**src/hw/rtl/snas_pkg.sv**
```systemverilog
`timescale 1ns / 1ps
// ----------------------------------------------------------------------------
// snas_pkg
// Shared types, widths and fixed-point constants of the spiking neuron array
// update pipeline (Izhikevich neurons, signed Q16.16 arithmetic).
// ----------------------------------------------------------------------------
package snas_pkg;

  // array geometry
  localparam int NEURONS = 1024;
  localparam int SLOT_W  = $clog2(NEURONS);
  localparam int IDX_W   = 10;

  // field widths
  localparam int VW     = 32;
  localparam int TW     = 16;
  localparam int AW     = 17;
  localparam int DW     = 22;
  localparam int NEXC_W = 11;

  // configuration port
  localparam int CFG_IDX_W  = 3;
  localparam int CFG_DATA_W = 22;

  localparam logic [CFG_IDX_W-1:0] REG_NUM_EXC = 3'd0;
  localparam logic [CFG_IDX_W-1:0] REG_A_EXC   = 3'd1;
  localparam logic [CFG_IDX_W-1:0] REG_A_INH   = 3'd2;
  localparam logic [CFG_IDX_W-1:0] REG_D_EXC   = 3'd3;
  localparam logic [CFG_IDX_W-1:0] REG_D_INH   = 3'd4;

  // register reset values
  localparam logic [NEXC_W-1:0] NUM_EXC_RST = 11'd800;
  localparam logic [AW-1:0]     A_EXC_RST   = 17'd1311;
  localparam logic [AW-1:0]     A_INH_RST   = 17'd6554;
  localparam logic [DW-1:0]     D_EXC_RST   = 22'd524288;
  localparam logic [DW-1:0]     D_INH_RST   = 22'd131072;

  // model constants, Q16.16 unless noted
  localparam logic signed [VW-1:0] V_FIRE  = 32'sd1966080;
  localparam logic signed [VW-1:0] V_RESET = -32'sd4259840;
  localparam logic signed [VW-1:0] K_FIVE  = 32'sd327680;
  localparam logic signed [VW-1:0] K_140   = 32'sd9175040;
  localparam logic signed [12:0]   K_004   = 13'sd2621;
  localparam logic signed [14:0]   K_02    = 15'sd13107;
  // trace constants, Q0.16
  localparam logic [TW-1:0] K_DECAY = 16'd62259;
  localparam logic [TW-1:0] K_LTP   = 16'd6554;
  localparam logic [TW-1:0] K_LTD   = 16'd7864;

  // intermediate widths
  localparam int P1_W    = VW + 13;          // 0.04 * v
  localparam int SLOPE_W = 30;               // (0.04 * v) + 5
  localparam int P2_W    = SLOPE_W + VW;     // slope * v
  localparam int SAT_W   = 48;               // wide sums before saturation
  localparam int Q_W     = VW + 15;          // 0.2 * v
  localparam int QS_W    = Q_W - 16;         // 0.2 * v after shift
  localparam int DIFF_W  = VW + 1;           // 0.2 * v - u
  localparam int PROD_W  = DIFF_W + AW + 1;  // a * diff

  // tagged pipeline stages of each unit (the result register is not counted)
  localparam int FRONT_STAGES = 2;
  localparam int HS_STAGES    = 3;
  localparam int REC_STAGES   = 3;
  localparam int TAG_N        = FRONT_STAGES + 2 * HS_STAGES + REC_STAGES;

  localparam logic signed [SAT_W-1:0] SAT_HI = SAT_W'(64'sd2147483647);
  localparam logic signed [SAT_W-1:0] SAT_LO = SAT_W'(-64'sd2147483648);

  typedef struct packed {
    logic [NEXC_W-1:0] num_exc;
    logic [AW-1:0]     a_exc;
    logic [AW-1:0]     a_inh;
    logic [DW-1:0]     d_exc;
    logic [DW-1:0]     d_inh;
  } cfg_t;

  // per-neuron stored state
  typedef struct packed {
    logic signed [VW-1:0] v;
    logic signed [VW-1:0] u;
    logic [TW-1:0]        ltp;
    logic [TW-1:0]        ltd;
  } state_t;

  typedef struct packed {
    logic              en;
    logic [SLOT_W-1:0] addr;
    state_t            data;
  } wr_t;

  // request travelling down the pipeline
  typedef struct packed {
    logic                 load;
    logic [IDX_W-1:0]     nidx;
    logic                 fired;
    logic signed [VW-1:0] v;
    logic signed [VW-1:0] u;
    logic signed [VW-1:0] cur;
    logic [AW-1:0]        a;
    logic [TW-1:0]        ltp;
    logic [TW-1:0]        ltd;
  } item_t;

  // occupancy of one pipeline stage, for the read-after-write check
  typedef struct packed {
    logic             vld;
    logic [IDX_W-1:0] nidx;
  } tag_t;

  // clamp a wide signed sum to the signed 32-bit range
  function automatic logic signed [VW-1:0] sat32(input logic signed [SAT_W-1:0] x);
    logic signed [VW-1:0] r;
    if (x > SAT_HI) begin
      r = 32'sh7FFFFFFF;
    end else if (x < SAT_LO) begin
      r = 32'sh80000000;
    end else begin
      r = x[VW-1:0];
    end
    return r;
  endfunction

endpackage

```
**src/hw/rtl/snas_half_step.sv**
```systemverilog
`timescale 1ns / 1ps
// ----------------------------------------------------------------------------
// snas_half_step
// One Euler half-step of the membrane voltage in three stages:
// 0.04*v, then (0.04*v + 5)*v, then v += 0.5*(... + 140 - u + I) with
// saturation. Load requests pass v through unchanged.
// ----------------------------------------------------------------------------
module snas_half_step
  import snas_pkg::*;
(
  input  logic                   clk,
  input  logic                   rst_n,
  input  logic                   adv,
  input  logic                   in_vld,
  input  item_t                  in_item,
  output logic                   out_vld,
  output item_t                  out_item,
  output tag_t [HS_STAGES-1:0]   tags
);

  logic h1_vld_r;
  logic h2_vld_r;
  logic h3_vld_r;
  item_t h1_item_r;
  item_t h2_item_r;
  item_t h3_item_r;
  item_t h3_item_nxt;

  logic signed [P1_W-1:0]    p1_nxt;
  logic signed [P1_W-1:0]    h1_p1_r;
  logic signed [SLOPE_W-1:0] slope;
  logic signed [P2_W-1:0]    p2_nxt;
  logic signed [P2_W-1:0]    h2_p2_r;
  logic signed [SAT_W-1:0]   deriv;
  logic signed [SAT_W-1:0]   v_sum;

  // stage 1: 0.04 * v
  assign p1_nxt = $signed(in_item.v) * K_004;

  // stage 2: slope * v
  assign slope  = SLOPE_W'($signed(h1_p1_r[P1_W-1:16])) + SLOPE_W'(K_FIVE);
  assign p2_nxt = slope * $signed(h1_item_r.v);

  // stage 3: derivative, halved toward minus infinity, then saturate
  assign deriv = SAT_W'($signed(h2_p2_r[P2_W-1:16])) + SAT_W'(K_140)
               - SAT_W'($signed(h2_item_r.u)) + SAT_W'($signed(h2_item_r.cur));
  assign v_sum = SAT_W'($signed(h2_item_r.v)) + (deriv >>> 1);

  always_comb begin
    h3_item_nxt = h2_item_r;
    if (!h2_item_r.load) begin
      h3_item_nxt.v = sat32(v_sum);
    end
  end

  // valid chain
  always_ff @(posedge clk) begin
    if (!rst_n) begin
      h1_vld_r <= 1'b0;
      h2_vld_r <= 1'b0;
      h3_vld_r <= 1'b0;
    end else if (adv) begin
      h1_vld_r <= in_vld;
      h2_vld_r <= h1_vld_r;
      h3_vld_r <= h2_vld_r;
    end
  end

  // data chain
  always_ff @(posedge clk) begin
    if (adv) begin
      h1_item_r <= in_item;
      h1_p1_r   <= p1_nxt;
      h2_item_r <= h1_item_r;
      h2_p2_r   <= p2_nxt;
      h3_item_r <= h3_item_nxt;
    end
  end

  assign out_vld  = h3_vld_r;
  assign out_item = h3_item_r;

  assign tags[0] = '{vld: h1_vld_r, nidx: h1_item_r.nidx};
  assign tags[1] = '{vld: h2_vld_r, nidx: h2_item_r.nidx};
  assign tags[2] = '{vld: h3_vld_r, nidx: h3_item_r.nidx};

endmodule

```
**config.mk**
```make
export PLATFORM = sky130hd
export DESIGN_NAME = snas_half_step
export DESIGN_NICKNAME = d
export VERILOG_FILES = /design/src/hw/rtl/snas_pkg.sv /design/src/hw/rtl/snas_half_step.sv
export SDC_FILE = /design/constraint.sdc
export NUM_CORES = 2
export LEC_CHECK = 0
export BUFFER_PORTS_ARGS = -buffer_cell sky130_fd_sc_hd__buf_2
export CAP_MARGIN = 20
export CORE_MARGIN = 2
export CORE_UTILIZATION = 55
export DETAILED_ROUTE_END_ITERATION = 16
export PLACE_DENSITY = 0.73
export SYNTH_ARGS = -nofsm -noshare
export SYNTH_HDL_FRONTEND = slang
export SYNTH_SLANG_ARGS = --single-unit
```
**constraint.sdc**
```tcl
create_clock -name clk -period 9.4 [get_ports clk]
set_input_delay 0.94 -clock clk [delete_from_list [all_inputs] [get_ports clk]]
set_output_delay 0.94 -clock clk [all_outputs]
set_load 0.01 [all_outputs]
```
==> key figures <==
Floorplan
  • Die width: 346 µm
  • Starting Density: 0.555
  • FP Rows: 125
  • Die H: 346 µm
  • Core area: 0.116 mm²
  • IO Count: 352
  • Die Area: 0.120 mm²

Worst setup path
  • Worst Path Buf+Inv: 4
  • Most common cell on crit path: fa_1
  • Startpoint types: flop
  • CP max FO: 17
  • CP required: 9.80 ns
  • Top delay family on crit path: adder cells
  • CP Data Arrival Time: 9.45 ns
  • Crit. End Element: flop
  • R2r setup slk: 0.35 ns
  • Worst stage delay on the critical path: 1.03 ns
  • Slowest-stage cell, CP: edfxtp_1
  • Critical path type: flop to flop

Run status
  • Status: complete, no violations

Global route
  • First-pass GRT wire length: 247,000 µm
  • Vias in the first global route: ~46,000
  • Pin count of the biggest net entering global routing: approximately 200
  • Overall fraction of global-route tracks in use: 0.262
  • Total grt overflow: 0
  • Initial antenna violation count: 13

Detailed routing
  • Iter 0 DRT Violations: roughly 3,100
  • WL final: 153,000 µm
  • Drt first pass iters: 7
  • Vias/cell: 5.36
  • Post-route DRC: 0
  • Wire per inst: 19.1 µm
  • Final ANT Viol Nets: 0
  • Vias: approximately 43,000

STA
  • Setup TNS Final: 0 ns
  • Endpoints failing setup: 0
  • Final hold viol count: 0
  • Final period utilization: 0.963
  • Final Max Slew Viols: 0
  • Tmin final: 9.05 ns
  • RSZ-0062 raised after global routing: false
  • Max frequency: 111 MHz
  • Worst hold slack: 0.414 ns
  • Relative slew slack: 0.274
  • Slew @ Worst Pin: about 1.1 ns
  • Fin Clk Skew: 0.0246 ns

Logic synthesis
  • Flops & latches, synth: 549
  • Largest cells by area after synthesis: fa_1, edfxtp_1, ha_1, inv_1, nand2_1
  • Register area share after synthesis: 0.255
  • Syn_nets: 7,922
  • EDFF count, synth: 546
  • Ys async rst share: 0
  • Syn avg cell area: 10.6 µm²
  • Main synth FF type: edfxtp_1
  • Post-synthesis cell type count: 73
  • Syn Std Cell Area: around 0.064 mm²
  • Synth Instances: 6,090
  • Post-synth top area share: 0.374
  • Largest area contributor in the netlist: fa_1
  • Yosys warnings: 0

Cells and area
  • Layout area overhead: 9.16%
  • Layout cells sized above 1: 0.0968
  • Cell Count, Final, Fillers Out: about 8,000
  • NumNets Final: ~8,200
  • Final Core Density: 0.605
  • Fill cell count: 9,423

CTS
  • Clock Latency Late Sink: 0.65 ns
  • CTS tree: done
  • Clock root buffer: clkbuf_16
  • CTS sink count: 549
  • Post-CTS Hold Fix Bufs: 0
  • Total clock buffers created by CTS: 56
  • Clock buffer depth: 3
  • Number of H-tree levels: 2
  • Worst-path clk slew: 0.06 ns

Place
  • Buffers on Ports: 351
  • Gpl congestion: 0.950
  • Final HPWL DP: around 130,000 µm
  • # placed instances: about 8,000

Run
  • Max_cap viols: 0

Worst hold path
  • HP Class: flop to flop
-- state kept, by name, summed over array words and instances, names as in the netlist --
register,cells
out_vld,1
h2_item_r,147
tags,20
h1_p1_r,29
h1_vld_r,1
h2_p2_r,46
h1_item_r,147
h2_vld_r,1
out_item,157
-- layer usage --
metal	routed length [µm]	GRT usage	vias to the layer above
li1	-	-	19254
met1	63800	0.358	21577
met2	72500	0.437	1638
met3	12800	0.0504	248
met4	3280	0.0536	18
met5	127	0	-
-- kinds of logic after synthesis --
logic type / synth area share
compound gates: 0.0523
xor+xnor: 0.0249
buf+inv: 0.103
flops: 0.255
fa+ha+maj: 0.465
simple gates: 0.0979
mux: 0.00173
-- repair_timing --
action | 4_1_cts | 5_1_grt
pin swaps | 0 | 3
gates resized for setup | 4 | 4
setup endpoints to repair | 3 | 8
buffers inserted | 0 | 2
-- Yosys cell counts (6+ instances only) --
library cell / count
o21a_1: 33
fa_1: 1204
o21ai_0: 109
nor4_1: 9
o22ai_1: 31
nand3_1: 40
a21oi_1: 144
o21bai_1: 23
buf_2: 6
nor3_1: 40
and3_1: 14
and4_1: 7
a31oi_1: 17
nor2_1: 165
and2_1: 186
ha_1: 467
clkbuf_1: 207
nand4_1: 17
or3_1: 15
inv_1: 1492
nor2b_1: 32
nand2_1: 823
mux2i_1: 10
a211oi_1: 17
buf_4: 33
xnor2_1: 127
edfxtp_1: 546
a21o_1: 65
o211ai_1: 9
or2_2: 15
nand2b_1: 39
xor2_1: 56
-- cell usage in the layout (no fill, tap or decap), drive strengths merged, types with 6 or more instances in the layout --
cell type  synthesis  layout
clkinvlp           0       6
and3              14      14
nand2            823     823
and4               7       7
edfxtp           546     546
a31oi             17      17
xor2              56      56
nor2             165     165
clkinv             0      18
o22ai             31      31
or2               15      15
o21bai            23      23
a21oi            144     144
xnor2            127     127
o21ai            111     111
nand3             40      40
ha               467     467
and2             186     186
o21a              33      33
nor2b             32      32
diode              0       6
mux2i             10      10
nor3              40      40
nand2b            39      39
clkbuf           207      68
or3               15      15
buf               40     502
inv             1492    1497
o211ai             9       9
a211oi            17      17
fa              1204    1204
nand4             17      17
a21o              65      65
nor4               9       9
-- cell type report --
| class | count | area [µm²] | area share |
|---|---|---|---|
| clock inverter | 33 | 329 | 0.00468 |
| inverter | 1492 | 5600 | 0.0796 |
| antenna | 6 | 15.0 | 0.000213 |
| clock buffer | 68 | 1450 | 0.0206 |
| multi-input combinational | 3802 | 41500 | 0.590 |
| tap | 1524 | 1910 | 0.0271 |
| sequential | 549 | 16500 | 0.234 |
| timing repair buffer | 502 | 3120 | 0.0443 |
-- final timing paths --
path,endpoint,cells after the start,startpoint
max,h2_p2_r[44],26,h1_item_r[121]
min,h2_item_r[5],0,h1_item_r[5]
max reg2reg,h2_p2_r[44],26,h1_item_r[121]
min reg2reg,h2_item_r[5],0,h1_item_r[5]
-- stage by stage --
step                      cell area, µm²  worst slack (ns)
after floorplan                    64500             0.856
after global placement             68500            0.0542
after detailed placement           68500            -0.144
after CTS                          70300            0.0594
after global routing               70300            0.0188
final                              70400             0.352
Power is not shown: default switching activity piles up to over one toggle a cycle in this logic, so the estimate is an artifact.
