File: src/hw/rtl/snas_pkg.sv
`timescale 1ns / 1ps
// ----------------------------------------------------------------------------
// snas_pkg
// Shared types, widths and fixed-point constants of the spiking neuron array
// update pipeline (Izhikevich neurons, signed Q16.16 arithmetic).
// ----------------------------------------------------------------------------
package snas_pkg;

  // array geometry
  localparam int NEURONS = 1024;
  localparam int SLOT_W  = $clog2(NEURONS);
  localparam int IDX_W   = 10;

  // field widths
  localparam int VW     = 32;
  localparam int TW     = 16;
  localparam int AW     = 17;
  localparam int DW     = 22;
  localparam int NEXC_W = 11;

  // configuration port
  localparam int CFG_IDX_W  = 3;
  localparam int CFG_DATA_W = 22;

  localparam logic [CFG_IDX_W-1:0] REG_NUM_EXC = 3'd0;
  localparam logic [CFG_IDX_W-1:0] REG_A_EXC   = 3'd1;
  localparam logic [CFG_IDX_W-1:0] REG_A_INH   = 3'd2;
  localparam logic [CFG_IDX_W-1:0] REG_D_EXC   = 3'd3;
  localparam logic [CFG_IDX_W-1:0] REG_D_INH   = 3'd4;

  // register reset values
  localparam logic [NEXC_W-1:0] NUM_EXC_RST = 11'd800;
  localparam logic [AW-1:0]     A_EXC_RST   = 17'd1311;
  localparam logic [AW-1:0]     A_INH_RST   = 17'd6554;
  localparam logic [DW-1:0]     D_EXC_RST   = 22'd524288;
  localparam logic [DW-1:0]     D_INH_RST   = 22'd131072;

  // model constants, Q16.16 unless noted
  localparam logic signed [VW-1:0] V_FIRE  = 32'sd1966080;
  localparam logic signed [VW-1:0] V_RESET = -32'sd4259840;
  localparam logic signed [VW-1:0] K_FIVE  = 32'sd327680;
  localparam logic signed [VW-1:0] K_140   = 32'sd9175040;
  localparam logic signed [12:0]   K_004   = 13'sd2621;
  localparam logic signed [14:0]   K_02    = 15'sd13107;
  // trace constants, Q0.16
  localparam logic [TW-1:0] K_DECAY = 16'd62259;
  localparam logic [TW-1:0] K_LTP   = 16'd6554;
  localparam logic [TW-1:0] K_LTD   = 16'd7864;

  // intermediate widths
  localparam int P1_W    = VW + 13;          // 0.04 * v
  localparam int SLOPE_W = 30;               // (0.04 * v) + 5
  localparam int P2_W    = SLOPE_W + VW;     // slope * v
  localparam int SAT_W   = 48;               // wide sums before saturation
  localparam int Q_W     = VW + 15;          // 0.2 * v
  localparam int QS_W    = Q_W - 16;         // 0.2 * v after shift
  localparam int DIFF_W  = VW + 1;           // 0.2 * v - u
  localparam int PROD_W  = DIFF_W + AW + 1;  // a * diff

  // tagged pipeline stages of each unit (the result register is not counted)
  localparam int FRONT_STAGES = 2;
  localparam int HS_STAGES    = 3;
  localparam int REC_STAGES   = 3;
  localparam int TAG_N        = FRONT_STAGES + 2 * HS_STAGES + REC_STAGES;

  localparam logic signed [SAT_W-1:0] SAT_HI = SAT_W'(64'sd2147483647);
  localparam logic signed [SAT_W-1:0] SAT_LO = SAT_W'(-64'sd2147483648);

  typedef struct packed {
    logic [NEXC_W-1:0] num_exc;
    logic [AW-1:0]     a_exc;
    logic [AW-1:0]     a_inh;
    logic [DW-1:0]     d_exc;
    logic [DW-1:0]     d_inh;
  } cfg_t;

  // per-neuron stored state
  typedef struct packed {
    logic signed [VW-1:0] v;
    logic signed [VW-1:0] u;
    logic [TW-1:0]        ltp;
    logic [TW-1:0]        ltd;
  } state_t;

  typedef struct packed {
    logic              en;
    logic [SLOT_W-1:0] addr;
    state_t            data;
  } wr_t;

  // request travelling down the pipeline
  typedef struct packed {
    logic                 load;
    logic [IDX_W-1:0]     nidx;
    logic                 fired;
    logic signed [VW-1:0] v;
    logic signed [VW-1:0] u;
    logic signed [VW-1:0] cur;
    logic [AW-1:0]        a;
    logic [TW-1:0]        ltp;
    logic [TW-1:0]        ltd;
  } item_t;

  // occupancy of one pipeline stage, for the read-after-write check
  typedef struct packed {
    logic             vld;
    logic [IDX_W-1:0] nidx;
  } tag_t;

  // clamp a wide signed sum to the signed 32-bit range
  function automatic logic signed [VW-1:0] sat32(input logic signed [SAT_W-1:0] x);
    logic signed [VW-1:0] r;
    if (x > SAT_HI) begin
      r = 32'sh7FFFFFFF;
    end else if (x < SAT_LO) begin
      r = 32'sh80000000;
    end else begin
      r = x[VW-1:0];
    end
    return r;
  endfunction

endpackage

File: src/hw/rtl/snas_recovery.sv
`timescale 1ns / 1ps
// ----------------------------------------------------------------------------
// snas_recovery
// Recovery update u += a*(0.2*v - u) in three stages, state write-back and
// the result register. A load takes u = 0.2*v from the same multiplier.
// ----------------------------------------------------------------------------
module snas_recovery
  import snas_pkg::*;
(
  input  logic                   clk,
  input  logic                   rst_n,
  input  logic                   adv,
  input  logic                   in_vld,
  input  item_t                  in_item,
  output logic                   out_vld,
  output item_t                  out_item,
  output wr_t                    wr,
  output tag_t [REC_STAGES-1:0]  tags
);

  logic r1_vld_r;
  logic r2_vld_r;
  logic r3_vld_r;
  logic r4_vld_r;
  item_t r1_item_r;
  item_t r2_item_r;
  item_t r3_item_r;
  item_t r4_item_r;
  item_t r4_item_nxt;

  logic signed [Q_W-1:0]    q_nxt;
  logic signed [Q_W-1:0]    r1_q_r;
  logic signed [QS_W-1:0]   q16;
  logic signed [DIFF_W-1:0] diff_nxt;
  logic signed [DIFF_W-1:0] r2_diff_r;
  logic signed [QS_W-1:0]   r2_q16_r;
  logic signed [PROD_W-1:0] prod_nxt;
  logic signed [PROD_W-1:0] r3_prod_r;
  logic signed [QS_W-1:0]   r3_q16_r;
  logic signed [SAT_W-1:0]  u_sum;

  // stage 1: 0.2 * v
  assign q_nxt = $signed(in_item.v) * K_02;

  // stage 2: 0.2 * v - u
  assign q16      = $signed(r1_q_r[Q_W-1:16]);
  assign diff_nxt = DIFF_W'(q16) - DIFF_W'($signed(r1_item_r.u));

  // stage 3: a * diff
  assign prod_nxt = r2_diff_r * $signed({1'b0, r2_item_r.a});

  // final u, load takes the scaled voltage directly
  assign u_sum = SAT_W'($signed(r3_prod_r[PROD_W-1:16])) + SAT_W'($signed(r3_item_r.u));

  always_comb begin
    r4_item_nxt = r3_item_r;
    if (r3_item_r.load) begin
      r4_item_nxt.u = VW'(r3_q16_r);
    end else begin
      r4_item_nxt.u = sat32(u_sum);
    end
  end

  // write-back as the request moves into the result register
  assign wr.en        = adv && r3_vld_r;
  assign wr.addr      = SLOT_W'(r3_item_r.nidx);
  assign wr.data.v    = r4_item_nxt.v;
  assign wr.data.u    = r4_item_nxt.u;
  assign wr.data.ltp  = r4_item_nxt.ltp;
  assign wr.data.ltd  = r4_item_nxt.ltd;

  // valid chain
  always_ff @(posedge clk) begin
    if (!rst_n) begin
      r1_vld_r <= 1'b0;
      r2_vld_r <= 1'b0;
      r3_vld_r <= 1'b0;
      r4_vld_r <= 1'b0;
    end else if (adv) begin
      r1_vld_r <= in_vld;
      r2_vld_r <= r1_vld_r;
      r3_vld_r <= r2_vld_r;
      r4_vld_r <= r3_vld_r;
    end
  end

  // data chain
  always_ff @(posedge clk) begin
    if (adv) begin
      r1_item_r <= in_item;
      r1_q_r    <= q_nxt;
      r2_item_r <= r1_item_r;
      r2_diff_r <= diff_nxt;
      r2_q16_r  <= q16;
      r3_item_r <= r2_item_r;
      r3_prod_r <= prod_nxt;
      r3_q16_r  <= r2_q16_r;
      r4_item_r <= r4_item_nxt;
    end
  end

  assign out_vld  = r4_vld_r;
  assign out_item = r4_item_r;

  assign tags[0] = '{vld: r1_vld_r, nidx: r1_item_r.nidx};
  assign tags[1] = '{vld: r2_vld_r, nidx: r2_item_r.nidx};
  assign tags[2] = '{vld: r3_vld_r, nidx: r3_item_r.nidx};

endmodule

File: config.mk
export PLATFORM = sky130hd
export DESIGN_NAME = snas_recovery
export DESIGN_NICKNAME = d
export VERILOG_FILES = /design/src/hw/rtl/snas_pkg.sv /design/src/hw/rtl/snas_recovery.sv
export SDC_FILE = /design/constraint.sdc
export NUM_CORES = 2
export LEC_CHECK = 0
export ABC_AREA = 1
export BUFFER_PORTS_ARGS = -buffer_cell sky130_fd_sc_hd__clkbuf_2
export CORE_MARGIN = 4
export CORE_UTILIZATION = 55
export DETAILED_ROUTE_END_ITERATION = 6
export PLACE_DENSITY_LB_ADDON = 0.25
export SLEW_MARGIN = 20
export SYNTH_ARGS = -nofsm -noshare
export SYNTH_HDL_FRONTEND = slang
export SYNTH_SLANG_ARGS = --single-unit
File: constraint.sdc
create_clock -name clk -period 6.7 [get_ports clk]
set_clock_uncertainty 0.15 [all_clocks]
set_input_delay 0.67 -clock clk [delete_from_list [all_inputs] [get_ports clk]]
set_output_delay 0.67 -clock clk [all_outputs]
set_load 0.005 [all_outputs]
==> results by group <==
Synth
  – Synth Area in Simple Gates: 9.02%
  – Number of distinct library cells after synthesis: 44
  – EDFF count, synth: 789
  – Largest family of logic cells by synthesized area: adder cells
  – Register area share after synthesis: 41.1%
  – Synth Warn #: 0
  – Mean Syn Cell Area: 10.7 sq um
  – Mux cell area share after synthesis: 0%
  – Mapped Cells: 5406
  – Syn Std Cell Area: about 58000 sq um
  – Synth Area in Compound Gates: 4.35%
  – Ys async rst share: 0%
  – Synth top area share: 41.0%
  – Leading area contributor after synthesis: edfxtp_1
  – Most frequent cell after synthesis: inv_1
  – Syn nets: 6602
  – Synth Area in XOR/XNOR: ~2.2%
  – Register bit count reported by yosys: approximately 790
  – Most frequent cells after synthesis: inv_1, nand2_1, edfxtp_1
  – Synth Area in Adders: 31.7%
  – Synth top area cells: edfxtp_1, fa_1, inv_1, ha_1, nand2_1
  – Dominant synthesized flop cell: edfxtp_1

Layout
  – Layout area overhead: 12.4%
  – Final #Nets: 7067
  – Share of cells above drive strength 1: 12.3%
  – Fin area: about 65000 sq um
  – Post-Layout Cell Count: around 7300

Timing
  – Max-slew headroom: 34.8%
  – Final setup vio count: 0
  – Tcrit/Tclk final: 95.7%
  – RSZ-0062 raised after global routing: yes
  – Max Slew Vio Count: 0
  – Crit path time final: 6.41 ns
  – F_max: 0.156 GHz
  – Endpoints failing hold: 0
  – Final Hold Slack: 0.0448 ns
  – Worst-Margin Slew: 0.978 ns

Routing
  – DR DRC count: 0
  – Iter 0 DRT Violations: ~2900
  – Vias per cell: approximately 5.1
  – DR pass1 iterations: 6
  – Final WL: 138000 um
  – Wire per inst: 18.9 um
  – Vias: 37500
  – ANT nets after route: 0

Die
  – Die Area: between 100000 and 150000 sq um
  – Initial cell density of the core: a little under three fifths
  – # rows: approximately 120
  – DIE HEIGHT: roughly 330 um
  – IO Pins: 459
  – CORE AREA: 104000 sq um
  – Die width: 332 um

GRT
  – Largest net degree at the start of global routing: 178
  – First-pass GRT wire length: about 220000 um
  – GRT Residual Overflow: 0
  – Vias in the first global route: around 40000
  – Total GRT Usage: between 20% and 30%
  – Initial antenna violation count: 3

Clock tree
  – Reg clk slew, reported paths: 0.06 ns
  – CTS sink count: 793
  – H-tree levels: 3
  – CTS max path bufs: 3
  – CTS Buf Count: 87
  – Clock root buffer: clkbuf_16
  – Clk_lat worst skew: around 0.66 ns
  – CTS tree: built

Setup path
  – Crit-path max cell delay: 0.64 ns
  – CP arrival: 6.66 ns
  – Worst setup EP type: register
  – CP most frequent cell: fa_1
  – CP Data Required Time: between 6 and 7 ns
  – CP cell instances: buf_4 > nand2_1 > fa_1 > inv_1 > fa_1 > fa_1 > fa_1 > fa_1 > inv_1 > fa_1 > inv_1 > ha_1 > a21oi_1 > inv_1 > nor2_1 > o21ai_0 > a21oi_1 > o21ai_0 > buf_4 > nand3_1 > nand2_1 > xor2_1
  – Slowest stage cell, crit path: edfxtp_1
  – Crit Path Max Fanout: 19
  – CP startpoint kind: register
  – CP Class: reg2reg

Place
  – DP Wirelength: 111000 um
  – GPL Wtd Cong: 0.952
  – I/O Buffers: 458
  – Dpl cells: 7103
  – Placed instance area: 61500 sq um

Hold path
  – Hold crit path type: in2reg

Outcome
  – Outcome: completed

Job
  – Max cap viols: 0
timing repair:
item,in CTS,in global routing
endpoints found under the setup margin,0,12
resized for setup,0,4
setup buffers,0,6
hold buffers,53,0
hold endpoints to repair,53,0
worst max-delay path, delay by kind of cell, from the launching register on:
kind                     cells  cell delay (ns)
buffers and inverters        6             0.74
adder cells (fa/ha/maj)      7             3.39
AND/OR/NAND/NOR              4             0.46
XOR/XNOR                     1             0.15
flip-flops                   1             0.64
AO/OA/AOI/OAI                4             0.60
placed cells by master (no fill, tap or decap), types with 14 or more instances in the layout:
cell,netlist,layout
ha_1,319,319
nand2_2,15,15
clkbuf_2,0,457
o21bai_1,14,14
o21a_1,15,15
nor3_1,23,22
a31oi_1,23,23
nand2_1,953,953
buf_4,110,89
o21ai_0,108,106
buf_12,0,23
fa_1,716,716
a21oi_1,236,236
nand3_1,57,57
a21o_1,16,16
inv_1,1418,1418
clkbuf_16,0,88
xnor2_1,60,60
edfxtp_1,789,789
xor2_1,88,88
nor2_1,226,226
clkinv_1,0,14
dlygate4sd3_1,0,53
metal layers:
metal | share of wire, % | up-vias | global-route usage, %
met5 | 0 | - | 0
met4 | 3.8 | 0 | 9.14
met3 | 7.0 | 267 | 4.55
met2 | 48 | 1281 | 42.2
met1 | 41 | 18600 | 34.8
li1 | - | 17400 | -
worst paths after layout:
check / from / endpoint / slack [ns] / cells after the start
hold / removal: in_item[89] / r1_item_r[89] / 0.04 / 1
hold reg to reg: r2_q16_r[18] / r3_q16_r[18] / 0.26 / 0
setup reg to reg: r2_item_r[42] / r3_prod_r[45] / 0.29 / 22
setup / recovery: r2_item_r[42] / r3_prod_r[45] / 0.29 / 22
stage by stage:
| step | util (%) | setup slack [ns] | TNS (ns) |
|---|---|---|---|
| floorplan | - | 0.659 | 0 |
| global placement | 59.2 | 0.272 | 0 |
| detailed placement | 59.2 | 0.184 | 0 |
| CTS | 62.4 | 0.183 | 0 |
| global route | 62.5 | -0.00255 | -0.00255 |
| finish | 62.5 | 0.286 | 0 |
sequential cells by signal (all words and copies together) (netlist names):
name	count
r3_vld_r	1
wr	64
r3_item_r	83
r1_vld_r	1
r1_item_r	147
r1_q_r	31
r2_vld_r	1
r2_diff_r	33
tags	30
r2_item_r	147
r3_q16_r	31
out_item	157
r2_q16_r	31
r3_prod_r	35
out_vld	1
area by class of cell:
type | instances | area [sq um]
clock inverter | 50 | 564
timing repair buffer | 623 | 3960
clock buffer | 101 | 2250
sequential | 793 | 23800
fill | 8524 | 39000
tap | 1380 | 1730
multi-input combinational | 2947 | 27400
inverter | 1419 | 5330
antenna | 2 | 5.00
cell families (layout without fill, tap and decap cells):
group / count (synthesis) / after routing
buf+inv: 1666 / 2193
simple gates: 1314 / 1314
fa+ha+maj: 1035 / 1035
flops: 793 / 793
compound gates: 450 / 450
xor+xnor: 148 / 148
other cells: 0 / 2
Power is not shown: default switching activity piles up to over one toggle a cycle in this logic, so the estimate is an artifact.
