## config.mk

```make
export PLATFORM = sky130hd
export DESIGN_NAME = snas_front
export DESIGN_NICKNAME = d
export VERILOG_FILES = /design/src/hw/rtl/snas_pkg.sv /design/src/hw/rtl/snas_front.sv
export SDC_FILE = /design/constraint.sdc
export NUM_CORES = 1
export LEC_CHECK = 0
export BUFFER_PORTS_ARGS = -buffer_cell sky130_fd_sc_hd__buf_2
export CAP_MARGIN = 20
export CORE_ASPECT_RATIO = 1.75
export CORE_UTILIZATION = 45
export CTS_BUF_LIST = sky130_fd_sc_hd__clkbuf_4 sky130_fd_sc_hd__clkbuf_8 sky130_fd_sc_hd__clkbuf_16
export DETAILED_ROUTE_END_ITERATION = 7
export PLACE_DENSITY_LB_ADDON = 0.05
export SYNTH_ARGS = -nofsm -noshare
export SYNTH_HDL_FRONTEND = slang
export SYNTH_SLANG_ARGS = --single-unit
```

## constraint.sdc

```tcl
create_clock -name clk -period 9.1 [get_ports clk]
set_clock_uncertainty 0.1 [all_clocks]
set_input_delay 1.82 -clock clk [delete_from_list [all_inputs] [get_ports clk]]
set_output_delay 1.82 -clock clk [all_outputs]
set_load 0.1 [all_outputs]
```

## src/hw/rtl/snas_pkg.sv

```systemverilog
`timescale 1ns / 1ps
// ----------------------------------------------------------------------------
// snas_pkg
// Shared types, widths and fixed-point constants of the spiking neuron array
// update pipeline (Izhikevich neurons, signed Q16.16 arithmetic).
// ----------------------------------------------------------------------------
package snas_pkg;

  // array geometry
  localparam int NEURONS = 1024;
  localparam int SLOT_W  = $clog2(NEURONS);
  localparam int IDX_W   = 10;

  // field widths
  localparam int VW     = 32;
  localparam int TW     = 16;
  localparam int AW     = 17;
  localparam int DW     = 22;
  localparam int NEXC_W = 11;

  // configuration port
  localparam int CFG_IDX_W  = 3;
  localparam int CFG_DATA_W = 22;

  localparam logic [CFG_IDX_W-1:0] REG_NUM_EXC = 3'd0;
  localparam logic [CFG_IDX_W-1:0] REG_A_EXC   = 3'd1;
  localparam logic [CFG_IDX_W-1:0] REG_A_INH   = 3'd2;
  localparam logic [CFG_IDX_W-1:0] REG_D_EXC   = 3'd3;
  localparam logic [CFG_IDX_W-1:0] REG_D_INH   = 3'd4;

  // register reset values
  localparam logic [NEXC_W-1:0] NUM_EXC_RST = 11'd800;
  localparam logic [AW-1:0]     A_EXC_RST   = 17'd1311;
  localparam logic [AW-1:0]     A_INH_RST   = 17'd6554;
  localparam logic [DW-1:0]     D_EXC_RST   = 22'd524288;
  localparam logic [DW-1:0]     D_INH_RST   = 22'd131072;

  // model constants, Q16.16 unless noted
  localparam logic signed [VW-1:0] V_FIRE  = 32'sd1966080;
  localparam logic signed [VW-1:0] V_RESET = -32'sd4259840;
  localparam logic signed [VW-1:0] K_FIVE  = 32'sd327680;
  localparam logic signed [VW-1:0] K_140   = 32'sd9175040;
  localparam logic signed [12:0]   K_004   = 13'sd2621;
  localparam logic signed [14:0]   K_02    = 15'sd13107;
  // trace constants, Q0.16
  localparam logic [TW-1:0] K_DECAY = 16'd62259;
  localparam logic [TW-1:0] K_LTP   = 16'd6554;
  localparam logic [TW-1:0] K_LTD   = 16'd7864;

  // intermediate widths
  localparam int P1_W    = VW + 13;          // 0.04 * v
  localparam int SLOPE_W = 30;               // (0.04 * v) + 5
  localparam int P2_W    = SLOPE_W + VW;     // slope * v
  localparam int SAT_W   = 48;               // wide sums before saturation
  localparam int Q_W     = VW + 15;          // 0.2 * v
  localparam int QS_W    = Q_W - 16;         // 0.2 * v after shift
  localparam int DIFF_W  = VW + 1;           // 0.2 * v - u
  localparam int PROD_W  = DIFF_W + AW + 1;  // a * diff

  // tagged pipeline stages of each unit (the result register is not counted)
  localparam int FRONT_STAGES = 2;
  localparam int HS_STAGES    = 3;
  localparam int REC_STAGES   = 3;
  localparam int TAG_N        = FRONT_STAGES + 2 * HS_STAGES + REC_STAGES;

  localparam logic signed [SAT_W-1:0] SAT_HI = SAT_W'(64'sd2147483647);
  localparam logic signed [SAT_W-1:0] SAT_LO = SAT_W'(-64'sd2147483648);

  typedef struct packed {
    logic [NEXC_W-1:0] num_exc;
    logic [AW-1:0]     a_exc;
    logic [AW-1:0]     a_inh;
    logic [DW-1:0]     d_exc;
    logic [DW-1:0]     d_inh;
  } cfg_t;

  // per-neuron stored state
  typedef struct packed {
    logic signed [VW-1:0] v;
    logic signed [VW-1:0] u;
    logic [TW-1:0]        ltp;
    logic [TW-1:0]        ltd;
  } state_t;

  typedef struct packed {
    logic              en;
    logic [SLOT_W-1:0] addr;
    state_t            data;
  } wr_t;

  // request travelling down the pipeline
  typedef struct packed {
    logic                 load;
    logic [IDX_W-1:0]     nidx;
    logic                 fired;
    logic signed [VW-1:0] v;
    logic signed [VW-1:0] u;
    logic signed [VW-1:0] cur;
    logic [AW-1:0]        a;
    logic [TW-1:0]        ltp;
    logic [TW-1:0]        ltd;
  } item_t;

  // occupancy of one pipeline stage, for the read-after-write check
  typedef struct packed {
    logic             vld;
    logic [IDX_W-1:0] nidx;
  } tag_t;

  // clamp a wide signed sum to the signed 32-bit range
  function automatic logic signed [VW-1:0] sat32(input logic signed [SAT_W-1:0] x);
    logic signed [VW-1:0] r;
    if (x > SAT_HI) begin
      r = 32'sh7FFFFFFF;
    end else if (x < SAT_LO) begin
      r = 32'sh80000000;
    end else begin
      r = x[VW-1:0];
    end
    return r;
  endfunction

endpackage

```

## src/hw/rtl/snas_front.sv

```systemverilog
`timescale 1ns / 1ps
// ----------------------------------------------------------------------------
// snas_front
// Entry stages: captures the request beside the memory read, selects the
// excitatory or inhibitory parameters, applies the spike reset and decays
// the traces.
// ----------------------------------------------------------------------------
module snas_front
  import snas_pkg::*;
(
  input  logic                              clk,
  input  logic                              rst_n,
  input  logic                              adv,
  input  logic                              take,
  input  logic                              in_load,
  input  logic [IDX_W-1:0]                  in_nidx,
  input  logic signed [VW-1:0]              in_cur,
  input  logic signed [VW-1:0]              in_vinit,
  input  cfg_t                              cfg,
  input  state_t                            mem_q,
  output logic                              out_vld,
  output item_t                             out_item,
  output tag_t [FRONT_STAGES-1:0]           tags
);

  logic                 f1_vld_r;
  logic                 f1_load_r;
  logic [IDX_W-1:0]     f1_nidx_r;
  logic signed [VW-1:0] f1_cur_r;
  logic signed [VW-1:0] f1_vinit_r;

  logic                 f2_vld_r;
  item_t                f2_item_r;
  item_t                f2_item_nxt;

  logic                 exc;
  logic                 fire;
  logic [DW-1:0]        d_sel;
  logic signed [SAT_W-1:0] u_sum;
  logic [TW-1:0]        ltp_sel;
  logic [TW-1:0]        ltd_sel;
  logic [2*TW-1:0]      ltp_prod;
  logic [2*TW-1:0]      ltd_prod;

  // stage 1: request captured as the memory read is issued
  always_ff @(posedge clk) begin
    if (!rst_n) begin
      f1_vld_r <= 1'b0;
    end else if (adv) begin
      f1_vld_r <= take;
    end
  end

  always_ff @(posedge clk) begin
    if (adv && take) begin
      f1_load_r  <= in_load;
      f1_nidx_r  <= in_nidx;
      f1_cur_r   <= in_cur;
      f1_vinit_r <= in_vinit;
    end
  end

  // neuron class picks a and d
  assign exc   = {1'b0, f1_nidx_r} < cfg.num_exc;
  assign d_sel = exc ? cfg.d_exc : cfg.d_inh;

  // spike check on the stored voltage
  assign fire  = !f1_load_r && ($signed(mem_q.v) >= V_FIRE);
  assign u_sum = SAT_W'($signed(mem_q.u)) + SAT_W'($signed({1'b0, d_sel}));

  // trace reset on spike, then decay by 0.95
  assign ltp_sel  = fire ? K_LTP : mem_q.ltp;
  assign ltd_sel  = fire ? K_LTD : mem_q.ltd;
  assign ltp_prod = (2*TW)'(ltp_sel) * (2*TW)'(K_DECAY);
  assign ltd_prod = (2*TW)'(ltd_sel) * (2*TW)'(K_DECAY);

  always_comb begin
    f2_item_nxt.load  = f1_load_r;
    f2_item_nxt.nidx  = f1_nidx_r;
    f2_item_nxt.fired = fire;
    f2_item_nxt.cur   = f1_cur_r;
    f2_item_nxt.a     = exc ? cfg.a_exc : cfg.a_inh;
    if (f1_load_r) begin
      f2_item_nxt.v   = f1_vinit_r;
      f2_item_nxt.u   = mem_q.u;
      f2_item_nxt.ltp = '0;
      f2_item_nxt.ltd = '0;
    end else begin
      f2_item_nxt.v   = fire ? V_RESET : mem_q.v;
      f2_item_nxt.u   = fire ? sat32(u_sum) : mem_q.u;
      f2_item_nxt.ltp = ltp_prod[2*TW-1:TW];
      f2_item_nxt.ltd = ltd_prod[2*TW-1:TW];
    end
  end

  // stage 2 register
  always_ff @(posedge clk) begin
    if (!rst_n) begin
      f2_vld_r <= 1'b0;
    end else if (adv) begin
      f2_vld_r <= f1_vld_r;
    end
  end

  always_ff @(posedge clk) begin
    if (adv) begin
      f2_item_r <= f2_item_nxt;
    end
  end

  assign out_vld  = f2_vld_r;
  assign out_item = f2_item_r;

  assign tags[0] = '{vld: f1_vld_r, nidx: f1_nidx_r};
  assign tags[1] = '{vld: f2_vld_r, nidx: f2_item_r.nidx};

endmodule

```

==> results of run 1 <==
per-layer routing:
metal  vias to the layer above  GRT usage  part of all wire
met5                         -          0            0.0018
met4                        16      0.179             0.066
met3                       161     0.0587             0.062
met2                       464      0.515              0.54
met1                      7265      0.258              0.33
li1                       7156          -                 -
kinds of logic (layout without fill, tap and decap cells):
kind of cell / after synthesis / in the layout / synth area share
adder cells (fa/ha/maj): 462 / 462 / 0.354
buffers and inverters: 384 / 1002 / 0.0785
AND/OR/NAND/NOR: 310 / 310 / 0.0733
flip-flops: 234 / 234 / 0.347
AO/OA/AOI/OAI: 217 / 217 / 0.0808
multiplexers: 76 / 76 / 0.0402
XOR/XNOR: 62 / 62 / 0.0269
other: 0 / 13 / 0
through the flow:
step / power, mW / cell area, um2 / util / setup WS, ps / hold slack [ps]
3_3_place_gp: 8.83 / 24300 / 0.548 / -88.6 / 300
6_report: 9.93 / 25200 / 0.568 / 363 / 317
2_1_floorplan: 6.43 / 20200 / - / 283 / 300
3_5_place_dp: 8.90 / 24300 / 0.548 / -168 / 305
4_1_cts: 10.1 / 25100 / 0.567 / 383 / 320
5_1_grt: 10.9 / 25200 / 0.568 / 12.5 / 322
flip-flops by register name (all words and copies together), names as in the netlist:
| register | cells |
|---|---|
| f1_cur_r | 32 |
| f1_load_r | 1 |
| f1_nidx_r | 10 |
| f1_vinit_r | 32 |
| f1_vld_r | 1 |
| out_item | 157 |
| out_vld | 1 |
worst max-delay path by stage:
| stage | cells past startpoint | to | start |
|---|---|---|---|
| 2_1_floorplan | 27 | out_item[28] | mem_q[85] |
| 3_3_place_gp | 28 | out_item[15] | mem_q[86] |
| 3_5_place_dp | 28 | out_item[15] | mem_q[86] |
| 4_1_cts | 28 | out_item[15] | mem_q[86] |
| 5_1_grt | 28 | out_item[15] | mem_q[86] |
| 6_report | 28 | out_item[15] | mem_q[86] |
cells in the final DEF (no fill, tap or decap), drive strengths merged, types with 5 or more instances in the layout:
cell type	instances
xnor2	36
buf	633
nand3	23
mux2i	34
and3	15
nand2	78
and4	6
o21bai	9
ha	279
and2	11
a31oi	33
fa	183
o21a	11
clkinv	5
o211ai	5
a21o	21
mux2	42
a211oi	14
nand4	13
xor2	26
inv	327
clkbuf	32
a21oi	64
a41oi	5
a2111oi	6
nand2b	15
nor3	21
nor2b	11
o21ai	23
nor2	99
diode	13
edfxtp	232
power by group:
| group | internal [mW] | switching (mW) |
|---|---|---|
| Combinational | 3.23 | 4.12 |
| Clock | 0.632 | 0.444 |
| Sequential | 1.46 | 0.0494 |
| Total | 5.32 | 4.61 |
cell type report:
class,count,share of cell area
flip-flops and latches,234,0.278
multi-input cells,1127,0.463
well taps,572,0.0284
diodes,13,0.00129
repair buffers,633,0.147
clock inverters,12,0.00746
clock buffers,32,0.0262
inverters,325,0.0486
critical path, stage by stage:
cell and delay, ps:
sky130_fd_sc_hd__buf_2 100, sky130_fd_sc_hd__nor4_1 590, sky130_fd_sc_hd__buf_4 230, sky130_fd_sc_hd__nand4_1 150, sky130_fd_sc_hd__nand2_2 170, sky130_fd_sc_hd__buf_12 150, sky130_fd_sc_hd__inv_4 60, sky130_fd_sc_hd__nor2_1 140
sky130_fd_sc_hd__inv_1 80, sky130_fd_sc_hd__ha_1 300, sky130_fd_sc_hd__inv_1 60, sky130_fd_sc_hd__fa_1 530, sky130_fd_sc_hd__inv_1 60, sky130_fd_sc_hd__fa_1 550, sky130_fd_sc_hd__inv_1 60, sky130_fd_sc_hd__fa_1 470
sky130_fd_sc_hd__inv_1 60, sky130_fd_sc_hd__fa_1 520, sky130_fd_sc_hd__fa_1 500, sky130_fd_sc_hd__ha_1 310, sky130_fd_sc_hd__nand2_1 70, sky130_fd_sc_hd__a2111oi_0 580, sky130_fd_sc_hd__o311ai_0 400, sky130_fd_sc_hd__a21oi_1 320
sky130_fd_sc_hd__o221a_2 280, sky130_fd_sc_hd__nand4_1 120, sky130_fd_sc_hd__a21oi_1 150, sky130_fd_sc_hd__nor3b_1 60
==> metrics list, run 1 <==
- Per-cell via count in the routed design: ~5.1
* HP Class: reg -> reg
- Once detail routing completed, the nets flagged for antenna violations numbered 0.
* Maximum number of pins on one net before global-route repair: 77
- Of all cell types, the one taking the most synthesized area is sky130_fd_sc_hd__edfxtp_1.
* Number of flops mapped to enable cells by yosys: 232
- In this run the tool buffered the top-level ports with roughly 440 buffer cells.
* Final non-filler cell total: 2,948
* Most frequent cell after synthesis: sky130_fd_sc_hd__inv_1
- 1st-iter DRT viols: just under 600
* Cell types with the largest area share after synthesis: sky130_fd_sc_hd__edfxtp_1, sky130_fd_sc_hd__fa_1, sky130_fd_sc_hd__ha_1, sky130_fd_sc_hd__inv_1, sky130_fd_sc_hd__mux2_2
* Most common library cells after synthesis: sky130_fd_sc_hd__inv_1, sky130_fd_sc_hd__ha_1, sky130_fd_sc_hd__edfxtp_1
* Initial core utilization: 0.457
- The tree is rooted in a sky130_fd_sc_hd__clkbuf_16.
* Number of setup violations in the final report: 0
* Post-synthesis async set-or-reset flop share: 0
- The number of pins with negative max-slew slack in the final report is 0.
- Area of the core: about 0.044 mm2
- Routed length per placed instance: just over 20 um
- At the later pin of the worst-skew pair, clock insertion delay measures approximately 550 ps.
- The clock passes through at most 3 buffers.
- The sequential cells in the finished layout cover a total of around 0.007 mm2.
- After legalization and detailed placement, the total HPWL measured 52.3 mm.
- Worst Hold Path Cells: 0
* Register area share after synthesis: 0.347
- The synthesized design contains around 230 register bits.
- CTS saw between 200 and 250 sinks.
- Number of global-route vias before repair: 16,300
- The worst-case IR drop observed on VDD is between 0.9 and 1 mV.
* Overall track demand over capacity in global routing: 0.271
- Final nets: between 3,000 and 4,000
- The analysis attributes to cell leakage a power of roughly 13 nW.
* Count of synthesis-stage warnings from yosys: 0
- Data arrives at the worst endpoint at slightly below 9000 ps.
- TritonCTS built the clock tree.
* Type of element capturing the critical path: flip-flop
* Routed Wire Length: about 61 mm
* Count of cell types in the netlist: 76
* Post-Syn Area per Cell: ~12 um2
- Die Area: between 0.04 and 0.05 mm2
- Number of cells in the design after placement: around 2,900
- CTS built an H-tree with a depth of 1.
- Via count: between 15,000 and 20,000
- Along the worst path, the maximum fanout reaches 10.
* Most frequently used flop master after synthesis: sky130_fd_sc_hd__edfxtp_1
- Data required time of the critical path: just over 9000 ps
- Outcome: finished, final reports clean
* Synth-to-layout area growth: 24.5%
- Capturing point of the worst reg2reg path: out_item[15]
- The first global-routing pass estimated about 90 mm of wire.
- Total iterations of the first detailed-routing run: 5
- Total power density per cell area: between 300 and 400 mW/mm2
- After routing, the total negative slack on setup checks comes to 0 ps.
* Tightest Pin Transition: between 900 and 1000 ps
- Gpl congestion: 0.913
- Hold Violations, Final: 0
* WS Path Type: in -> reg
- Across all register-to-register paths, the minimum setup slack is 2080 ps.
- Setup repair after global routing missed its margin: false
* Startpoint of the tightest hold check path: f1_cur_r[29]
* Ports: between 400 and 500
- Clock slew seen by the registers of the worst setup and hold paths: ~60 ps
- Vertical die dimension: approximately 280 um
- Max-Cap Viols: 0
- Hold EP: out_item[78]
- In this run, CTS created clock tree buffers numbering 24.
* Post-synthesis instance total: ~1,700
- Num rows: between 100 and 150
* Synthesized net count: 2,471
* Number of cells on the worst reg-to-reg path: 23
- The worst register-to-register path begins at f1_load_r.
- After clock tree synthesis, the flow added hold-fix buffers numbering 0.
- Derived from the worst setup path, the maximum achievable clock frequency is 114 MHz.
- Cell area after synthesis: between 0.02 and 0.025 mm2
- Residual DRC: 0
- Of the cells placed in the final design, the portion with a size suffix greater than 1 is 0.324.
- Buffers added to address setup during post-CTS repair amount to 0.
- The worst setup path is launched from an input pin.
* Period utilization: 0.960
* Final critical delay including setup and external delays: 8740 ps
- Headroom to the max-slew limit came out at 0.397.
- In this run the horizontal extent of the chip is approximately 160 um.
- The filler cells instantiated in the layout total approximately 4,000.
- In the final layout, the multi-input gates occupy roughly 0.012 mm2.
- Number of cells upsized or downsized after cts: 0
- Fraction of post-synthesis cell area in the top cell type by area: 0.345
- Number of antenna violations at the first check in global routing: 21
- Global routing finished with a remaining overflow of 0.
No activity file was read; power rests on OpenSTA's default activity.
==> run 2, diff against run 1 <==
--- a/config.mk
+++ b/config.mk
@@ -8,7 +8,7 @@
 export BUFFER_PORTS_ARGS = -buffer_cell sky130_fd_sc_hd__buf_2
 export CAP_MARGIN = 20
 export CORE_ASPECT_RATIO = 1.75
-export CORE_UTILIZATION = 45
+export CORE_UTILIZATION = 40
 export CTS_BUF_LIST = sky130_fd_sc_hd__clkbuf_4 sky130_fd_sc_hd__clkbuf_8 sky130_fd_sc_hd__clkbuf_16
 export DETAILED_ROUTE_END_ITERATION = 7
 export PLACE_DENSITY_LB_ADDON = 0.05
==> metrics list, run 2 (synthesized netlist as in run 1, its figures left out) <==
- Outcome: finished, final reports clean
- The initial standard-cell utilization of the core came to 0.407 (-0.0500).
* Commonest cells after routing, fill and taps aside: sky130_fd_sc_hd__buf_2, sky130_fd_sc_hd__inv_1, sky130_fd_sc_hd__ha_1
* Number of global-route vias before repair: 15,400 (-5.4%)
* Number of antenna violations at the first check in global routing: 9 (-57%)
- The total global routing overflow was 0 (unchanged).
- The floorplan core area was 0.0497 mm2 (+12%).
- The wire length per cell after detailed routing came to 21.3 um (+2.8%).
- Period utilization: 0.915 (-0.0456)
- The final antenna-violating net count was 0 (unchanged).
- The slowest stage of the critical path belongs to the cell sky130_fd_sc_hd__fa_1.
- The number of buffers created by CTS came to 26 (+8.3%).
- The aggregate routed wire length is 61.3 mm (+0.35%).
- Setup repair after global routing missed its margin: false
* Final non-filler cell total: 2,877 (-2.4%)
* Max Transition Viols Final: 0 (unchanged)
- TritonCTS clock tree: done
- The summed area of non-filler cells in the final layout was 0.0241 mm2 (-4.3%).
* Master cell of the clock root buffer: sky130_fd_sc_hd__clkbuf_16
* Data required time of the critical path: 9300 ps (+30 ps)
- Worst IR drop on VDD: 0.434 mV (-54%)
- Residual DRC: 0 (unchanged)
- The detailed-placement wirelength estimate came to 52.1 mm (-0.40%).
- Clock slew seen by the registers of the worst setup and hold paths: 60 ps (about the same)
* WS Path Type: in -> reg
- The share of cells above drive strength 1 was 0.277 (-0.0463).
* Max Fanout on Critical Path: 34 (+24)
- Commonest non-fill, non-tap cell in the layout: sky130_fd_sc_hd__buf_2
- The deepest clock path buffer count was 3 (unchanged).
- The flip-flop count of the largest register, all copies and words added came to 157 (unchanged).
- Number of buffers added to fix hold violations after cts: 0 (unchanged)
- The final critical delay including setup and external delays was 8320 ps (-415 ps).
* Synth-to-layout area growth: 19.1%
- The post-CTS repair timing setup buffer count came to 0 (unchanged).
* Fmax: 120 MHz (+5.0%)
- The number of ports placed on the die boundary is 444 (unchanged).
- The all-layer global routing usage is 0.244 (-0.0276).
* Die span in x: 172 um (+6.0%)
- The remaining max-slew budget at the tightest pin is 0.502 (+0.105).
- Standard cell area after detailed placement: 0.0232 mm2 (-4.3%)
- The worst setup path is captured at a flip-flop.
* Total iterations of the first detailed-routing run: 4 (-1)
* Share of the core filled with cells in the final layout: 0.484 (-0.0840)
* Maximum number of pins on one net before global-route repair: 77 (unchanged)
- The height of the die came to 299 um (+6.0%).
- Final total power: 8.89 mW (-10%)
- The count of input and output buffers is 443 (unchanged).
- Wire length of the first global-routing pass: 92.1 mm (+1.1%)
- Per-cell via count in the routed design: 5.00 (-2.1%)
- Signal arrival time at the worst endpoint: 8520 ps (-380 ps)
- The path class of the tightest hold or removal check is reg -> reg.
* Startpoint kind of the worst setup timing path: input pin
- The global placement routability congestion came to 0.933 (+2.2%).
- Accumulated negative setup slack: 0 ps (unchanged)
* Number of setup violations in the final report: 0 (unchanged)
- The largest stage delay on the critical path came to 520 ps (-70 ps).
- The level count of the clock H-tree came to 1 (unchanged).
- The insertion delay of the later-clocked pin in the worst-skew pair is 560 ps (about the same).
* Max-Cap Viols: 0 (unchanged)
- CTS sink count: 234 (unchanged)
- Num rows: 108 (+5.9%)
- Filler Cells Inserted: 4,786 (+20%)
- The final-stage net count is 2,920 (-4.9%).
- The number of placed cells counting well taps is 2,825 (-2.2%).
- The detailed-route via count is 14,400 (-4.5%).
- Tightest Pin Transition: 747 ps (-158 ps)
- 1st-iter DRT viols: 441 (-26%)
- The static leakage was 11.7 nW (-6.0%).
- Total power density per cell area: 369 mW/mm2 (-6.5%)
- Hold Violations, Final: 0 (unchanged)
- The area enclosed by the die boundary is 0.0515 mm2 (+12%).
- The post-cts sizing count was 0 (unchanged).
[run 2: cell count changes in the layout (fill, tap and decap cells not counted)]
| cell | change |
|---|---|
| sky130_fd_sc_hd__inv_6 | +1 |
| sky130_fd_sc_hd__buf_4 | -152 |
| sky130_fd_sc_hd__buf_12 | -1 |
| sky130_fd_sc_hd__clkbuf_8 | +2 |
| sky130_fd_sc_hd__diode_2 | -9 |
| sky130_fd_sc_hd__inv_8 | -1 |
| sky130_fd_sc_hd__clkbuf_16 | +2 |
| sky130_fd_sc_hd__clkinv_2 | +2 |
| sky130_fd_sc_hd__bufinv_16 | -3 |
| sky130_fd_sc_hd__clkbuf_4 | -1 |
| sky130_fd_sc_hd__clkinv_1 | +1 |
[run 2: routing by layer]
layer | routed length (um) | vias up | part of all wire | global-route usage
met2 | 33700 | 427 | 0.55 | 0.472
li1 | - | 6851 | - | -
met5 | 59 | - | 0.00096 | 0
met4 | 2420 | 10 | 0.039 | 0.0950
met3 | 4200 | 103 | 0.068 | 0.0524
met1 | 20900 | 6997 | 0.34 | 0.246
[run 2: worst max-delay path, delay by kind of cell]
| family | cells | cell delay (ps) |
|---|---|---|
| AO/OA/AOI/OAI | 7 | 1490 |
| adder cells (fa/ha/maj) | 7 | 3140 |
| buffers and inverters | 8 | 890 |
| multiplexers | 1 | 340 |
| AND/OR/NAND/NOR | 4 | 790 |
[run 2: power breakdown]
part | internal (mW) | switching (mW)
Combinational | 2.43 | 3.92
Sequential | 1.46 | 0.0416
Clock | 0.595 | 0.447
[run 2: stage by stage]
stage | worst slack (ps) | hold WS, ps
floorplan | 283 | 300
global placement | 222 | 300
detailed placement | 103 | 305
CTS | 717 | 318
global route | 239 | 324
finish | 778 | 317
[run 2: final timing paths]
kind | slack [ps] | from | cells past startpoint | endpoint
setup / recovery | 780 | mem_q[86] | 27 | out_item[28]
hold / removal | 320 | f1_cur_r[16] | 0 | out_item[65]
setup reg to reg | 2020 | f1_load_r | 25 | out_item[28]
hold reg to reg | 320 | f1_cur_r[16] | 0 | out_item[65]
[run 2: layout make-up]
cell class | instances | area, um2 | share of cell area
inverter | 325 | 1220 | 0.0507
clock buffer | 35 | 731 | 0.0303
tap | 660 | 826 | 0.0343
multi-input combinational | 1127 | 11600 | 0.484
clock inverter | 12 | 109 | 0.00452
timing repair buffer | 480 | 2530 | 0.105
sequential | 234 | 7010 | 0.291
antenna | 4 | 10.0 | 0.000416
